$ cat src/rtl/srt_pkg.sv
// Shared types and constants for the slot range table.
package srt_pkg;

   localparam int SLOT_W  = 14;
   localparam int SHARD_W = 6;
   localparam int COUNT_W = 7;

   typedef enum logic [1:0] {
      OP_CLEAR  = 2'd0,
      OP_INSERT = 2'd1,
      OP_LOOKUP = 2'd2,
      OP_NONE   = 2'd3
   } srt_op_type;

   typedef struct packed {
      logic [SLOT_W-1:0]  first_slot;
      logic [SLOT_W-1:0]  last_slot;
      logic [SHARD_W-1:0] shard;
   } srt_range_type;

   // Command broadcast to every cell for the item in flight.
   typedef struct packed {
      logic              clear;
      logic              insert;
      logic              any_eq;
      logic              room;
      srt_range_type     key;
      logic [SLOT_W-1:0] query;
   } srt_cmd_type;

   // Per-cell compare and status results.
   typedef struct packed {
      logic lt;
      logic eq;
      logic le;
      logic hit;
      logic link_ok;
      logic tail_ok;
      logic overlap;
   } srt_flags_type;

endpackage

$ cat src/rtl/srt_cell.sv
// One table cell: holds a range, compares it against the item and shifts right on insert.
module srt_cell #(
   parameter int NUM_SLOTS = 16384
) (
   input  logic                          clock,
   input  logic                          reset,
   input  srt_pkg::srt_cmd_type          cmd,
   input  srt_pkg::srt_range_type        left_range,
   input  logic                          left_valid,
   input  logic                          left_lt,
   input  logic [srt_pkg::SLOT_W:0]      link_expect,
   input  logic                          right_valid,
   input  logic                          right_le,
   output srt_pkg::srt_range_type        range_out,
   output logic                          valid_out,
   output srt_pkg::srt_flags_type        flags,
   output logic [srt_pkg::SLOT_W:0]      end_plus
);

   srt_pkg::srt_range_type range_ff, range_in;
   logic                   valid_ff, valid_in;

   always_comb begin
      flags.lt      = valid_ff && (range_ff.first_slot < cmd.key.first_slot);
      flags.eq      = valid_ff && (range_ff.first_slot == cmd.key.first_slot);
      flags.le      = valid_ff && (range_ff.first_slot <= cmd.query);
      flags.hit     = flags.le && !right_le && (cmd.query <= range_ff.last_slot);
      flags.overlap = valid_ff && left_valid && (range_ff.first_slot <= left_range.last_slot);
      flags.link_ok = !valid_ff || ({1'b0, range_ff.first_slot} == link_expect);
      flags.tail_ok = !valid_ff || right_valid ||
                      ((32'(range_ff.last_slot) + 32'd1) == 32'(NUM_SLOTS));
   end

   assign end_plus  = {1'b0, range_ff.last_slot} + {{srt_pkg::SLOT_W{1'b0}}, 1'b1};
   assign range_out = range_ff;
   assign valid_out = valid_ff;

   always_comb begin
      range_in = range_ff;
      valid_in = valid_ff;
      if (cmd.clear) begin
         valid_in = 1'b0;
      end else if (cmd.insert) begin
         if (cmd.any_eq) begin
            // overwrite the range with the same start
            if (flags.eq) begin
               range_in.last_slot = cmd.key.last_slot;
               range_in.shard     = cmd.key.shard;
            end
         end else if (cmd.room && !flags.lt) begin
            if (left_lt) begin
               range_in = cmd.key;
               valid_in = 1'b1;
            end else begin
               // make room: take the left neighbor's range
               range_in = left_range;
               valid_in = left_valid;
            end
         end
      end
   end

   always_ff @(posedge clock) begin
      if (reset) begin
         valid_ff <= 1'b0;
      end else begin
         valid_ff <= valid_in;
      end
   end

   always_ff @(posedge clock) begin
      range_ff <= range_in;
   end

endmodule
$ cat config.mk
export PLATFORM = sky130hd
export DESIGN_NAME = srt_cell
export DESIGN_NICKNAME = d
export VERILOG_FILES = /design/src/rtl/srt_pkg.sv /design/src/rtl/srt_cell.sv
export SDC_FILE = /design/constraint.sdc
export NUM_CORES = 1
export LEC_CHECK = 0
export BUFFER_PORTS_ARGS = -buffer_cell sky130_fd_sc_hd__buf_2
export CAP_MARGIN = 20
export CORE_UTILIZATION = 30
export CTS_CLUSTER_DIAMETER = 80
export DETAILED_ROUTE_END_ITERATION = 8
export GPL_ROUTABILITY_DRIVEN = 0
export GPL_TIMING_DRIVEN = 0
export HOLD_SLACK_MARGIN = 0.15
export PLACE_DENSITY = 0.55
export SYNTH_ARGS = -nofsm -noshare
export SYNTH_HDL_FRONTEND = slang
export SYNTH_SLANG_ARGS = --single-unit
$ cat constraint.sdc
create_clock -name clock -period 7.02 [get_ports clock]
set_input_delay 0.702 -clock clock [delete_from_list [all_inputs] [get_ports clock]]
set_output_delay 0.702 -clock clock [all_outputs]
set_load 0.01 [all_outputs]
Word level (Yosys, flattened, before mapping)
Cells that the tools add are included.
{"block": "totals", "ff_bits": 35, "input_bits": 107, "output_inout_bits": 57}
{"block": "classes", "addsub": 2, "order_cmp": 4, "eq_ne": 4, "muxes": 5, "bitwise_logic": 2, "n_reduce_logical": 19}
{"operator": "$mux W20", "n": 3}
{"operator": "$le A14 B14 Y1", "n": 3}
{"operator": "$mux W34", "n": 1}
{"operator": "$add A14 B1 Y15 const B", "n": 2}
{"operator": "$eq A14 B15 Y1", "n": 1}
{"operator": "$eq A15 B15 Y1 const B", "n": 1}
{"operator": "$eq A14 B14 Y1", "n": 1}
{"operator": "$lt A14 B14 Y1", "n": 1}
{"operator": "$logic_and A1 B1 Y1", "n": 8}
{"operator": "$reduce_and A4 Y1", "n": 2}
{"operator": "$logic_not A1 Y1", "n": 3}
{"operator": "$logic_or A1 B1 Y1", "n": 3}
{"operator": "$reduce_and A3 Y1", "n": 1}
{"operator": "$ne A2 B1 Y1 const B", "n": 1}
{"operator": "$not A1 Y1", "n": 2}
{"operator": "$reduce_bool A2 Y1", "n": 1}
{"operator": "$reduce_or A2 Y1", "n": 1}
{"operator": "$mux W1", "n": 1}

Depth between registers and ports, before layout
{"block": "logic_depth", "depth_word": 6, "depth_mapped": 7, "mapped_depth_nobuf": 7}

Worst setup path before layout
No wires, ideal clock.
{"block": "synth_timing", "path_type": "input-to-reg", "start": "in cmd[38] (netlist name)", "end": "reg range_ff, in the netlist range_out[0], enable pin", "setup_time_ps": 409, "arrival_time_ps": 2872, "required_ps": 6611, "path_slack_ps": 3739, "stages": 6, "n_path_buf": 0, "cell_sequence": "inv_1 > ha_1 > and4_1 > a221oi_2 > or4_4 > a31oi_1"}
{"block": "synth_via", "elab_chain_cells": 6, "word_cells_on_any_way": 9, "classes_between": "order compare: 1; eq/ne: 2; reduce/logical: 6"}
{"item": "start, declared", "line_no": "srt_cell.sv:7", "rtl": "input srt_pkg::srt_cmd_type cmd,"}
{"item": "$lt A14 B14 Y1", "line_no": "srt_cell.sv:24", "rtl": "flags.lt = valid_ff && (range_ff.first_slot < cmd.key.first_slot);"}
{"item": "$logic_and A1 B1 Y1", "line_no": "srt_cell.sv:24"}
{"item": "$logic_not A1 Y1", "line_no": "srt_cell.sv:50", "rtl": "end else if (cmd.room && !flags.lt) begin"}
{"item": "$logic_and A1 B1 Y1", "line_no": "srt_cell.sv:50"}
{"item": "$reduce_bool A2 Y1 (no line)"}
{"item": "$reduce_and A4 Y1 (no line) (*)"}
{"item": "end signal, assigned", "line_no": "srt_cell.sv:72", "rtl": "range_ff <= range_in;"}
{"item": "end, declared", "line_no": "srt_cell.sv:20", "rtl": "srt_pkg::srt_range_type range_ff, range_in;"}
Mark *: on every way between the ends. The rest lies on a longest branch, timed or not.
A chain may end at the register's enable or synchronous reset.

==> impl_metrics.toml <==
[worst_setup_path]
reg2regPathDepth = 6
cp-endpoint = "flags[3]"
cp-end-kind = "output port"
crit_start = "cmd[11]"
rrSetupSlack_ns = 4.19
cp.arrival_ns = 2.42
reg2reg_from = "range_out[24]$_DFFE_PP_"
worst_r2r_endpoint = "range_out[12]$_DFFE_PP_"
cp-start-kind = "input port"
cp_max_fo = 2
worstSetupPathType = "input port to output port"
cp.required_ns = 6.32

[timing]
slew_headroom_pct = 43.8
setup_viol = 0
fin_crit_sh_pct = 44.4
worstMarginPinSlew_ns = 0.843
setup_tns_ns = 0
hold_viol_final = 0
period_minus_slack_ns = 3.12
fin_skew_ns = 0.0100
fmax_mhz = 321
rsz0062_at_grt = "no"
slew_viol_final = 0

[floorplan]
die_area_sq_um = 11600
die-width_um = 108
start_util_pct = 30.8
core-area_sq_um = 10800
core.rowCount = 38
ios = 164
fp.dieH_um = 108

[routing]
avgRoutedWirePerCell_um = 15.2
vias_per_cell = 4.76
wl_um = 9950
drt-initial-drc-count = 81
first_pass_iters = 4
ant_nets = 0
drc = 0
vias = 3111

[placed_design]
numPortBuffers = 162
placed_cells = 645
post-dp-hpwl_um = 8530

[clock_tree]
cts_max_level = 2
clkSlewWorstSetupHoldPaths_ns = 0.07
cts_num_sinks = 35
cts_tree = "done"
clk_path_buf_depth = 2
root_buffer = "clkbuf_8"
ctsHoldBuffers = 0
cts_setup_buffers = 0
cts_resized = 0
cts_buffers = 5
clk_latency_ns = 0.30

[power]
p_per_area_nw_per_um2 = 116
ir_worst_vdd_v = 0.0000561
cellLeakagePower_nw = 2.22

[synth]
synth_area_sq_um = 3340
syn_inst = 342
yosysSeqAreaShare_pct = 31.1
synth_cell_types = 39
netlist_top_cells_area = "edfxtp_1 31%, ha_1 22%, mux2_2 11%"
yosysTopAreaCellShare_pct = 30.5
synth_fp_nets = 507
yosysTopAreaCell = "edfxtp_1"
ys_ff_latch = 35
ys_warn_count = 0
syn_avg_cell_area_sq_um = 9.78

[global_routing]
grt_max_degree = 15
grt_pass1_vias = 3139
overflow = 0
grt_pass1_wl_um = 15400
antenna_found_initial = 1
grt_usage_pct = 17.5

[finish]
finalNetCount = 677
final_cell_mix = "165 x buf_2, 61 x inv_1, 58 x ha_1, 34 x mux2_2, 34 x edfxtp_1"
fin_cells = 653
area_growth_pct = 32.7
layout_commonest_cell = "buf_2"
drive_gt1_share_pct = 41.1
num_antenna_cells = 0

[min_path]
worstHoldPathType = "input port to register"

[run_status]
outcome = "completed"

[flow_run]
drv_cap = 0
## metrics by stage
stage / worst slack, ns / instance area, sq um / util [%] / hold WS (ns) / power (mW)
2_1_floorplan: 3.74 / 3340 / - / 0.648 / 0.313
3_3_place_gp: 2.87 / 4330 / 39.9 / 0.702 / 0.367
3_5_place_dp: 3.91 / 4350 / 40.2 / 0.695 / 0.372
4_1_cts: 3.93 / 4440 / 40.9 / 0.634 / 0.525
5_1_grt: 3.73 / 4440 / 40.9 / 0.639 / 0.548
6_report: 3.90 / 4440 / 40.9 / 0.652 / 0.515
## area by class of cell
class / instances / area (sq um)
multi-input combinational: 242 / 2060
timing repair buffer: 163 / 826
clock inverter: 1 / 5.00
tap: 140 / 175
clock buffer: 7 / 76.3
buffer: 4 / 18.8
inverter: 61 / 229
fill: 1114 / 6400
sequential: 35 / 1040
## Yosys cell counts
cell,instances
a211oi_1,2
clkbuf_1,1
nand3b_1,1
o211ai_1,1
a2111oi_0,2
xor2_1,12
nand2_1,18
a21o_1,6
inv_1,61
a221oi_2,1
nor2b_1,2
a32o_1,1
nand4_1,11
and4_1,3
a21oi_1,18
nor4_1,5
nor3_1,10
a31oi_1,2
or4_4,1
edfxtp_1,34
a311o_1,1
nand3_1,8
buf_2,3
o41ai_1,1
o31ai_1,1
nor2_1,11
xnor2_1,14
a211o_1,1
o211a_1,1
nand2b_1,4
dfxtp_1,1
o21ai_0,7
and2_1,1
mux2_2,34
o21a_1,1
and3_1,1
ha_1,58
a2111oi_2,1
o31a_1,1
## registers in the layout, summed over array words and instances (netlist names)
| register | count |
|---|---|
| range_out | 34 |
| valid_out | 1 |
## how the worst min path moves through the flow
stage | depth (start not counted) | from | endpoint | slack, ns
floorplan | 3 | valid_out$_SDFFE_PP0P_ | valid_out$_SDFFE_PP0P_ | 0.65
global placement | 3 | valid_out$_SDFFE_PP0P_ | valid_out$_SDFFE_PP0P_ | 0.70
detailed placement | 3 | valid_out$_SDFFE_PP0P_ | valid_out$_SDFFE_PP0P_ | 0.69
CTS | 3 | reset | valid_out$_SDFFE_PP0P_ | 0.63
global route | 3 | reset | valid_out$_SDFFE_PP0P_ | 0.64
finish | 3 | reset | valid_out$_SDFFE_PP0P_ | 0.65
## report_power, final
| part | internal [mW] | switching, mW |
|---|---|---|
| Clock | 0.0698 | 0.0783 |
| Combinational | 0.0652 | 0.0602 |
| Sequential | 0.236 | 0.00548 |
## cell families (layout without fill, tap and decap cells)
| kind of cell | Yosys count | after routing | synth area share [%] |
|---|---|---|---|
| AOI/OAI and AO/OA | 48 | 48 | 9.69 |
| xor gates and xnor gates | 26 | 26 | 6.81 |
| adders and majority gates | 58 | 58 | 21.7 |
| buffers and inverters | 65 | 236 | 7.41 |
| DFF | 35 | 35 | 31.1 |
| muxes | 34 | 34 | 11.5 |
| and+or+nand+nor | 76 | 76 | 11.8 |
## worst max-delay path: stages
cell and delay, ns:
buf_2 0.10, inv_1 0.05, ha_1 0.31, a21oi_1 0.17
nor2_1 0.06, a2111oi_0 0.47, a32o_1 0.28, o211a_1 0.15
buf_2 0.12
## routing by layer
metal / part of all wire (%) / global-route usage, %
met1: 45 / 22.6
met2: 47 / 29.5
met3: 7.1 / 3.69
met4: 0.82 / 4.21
met5: 0.13 / 0
(Power assumes the default switching activity.)
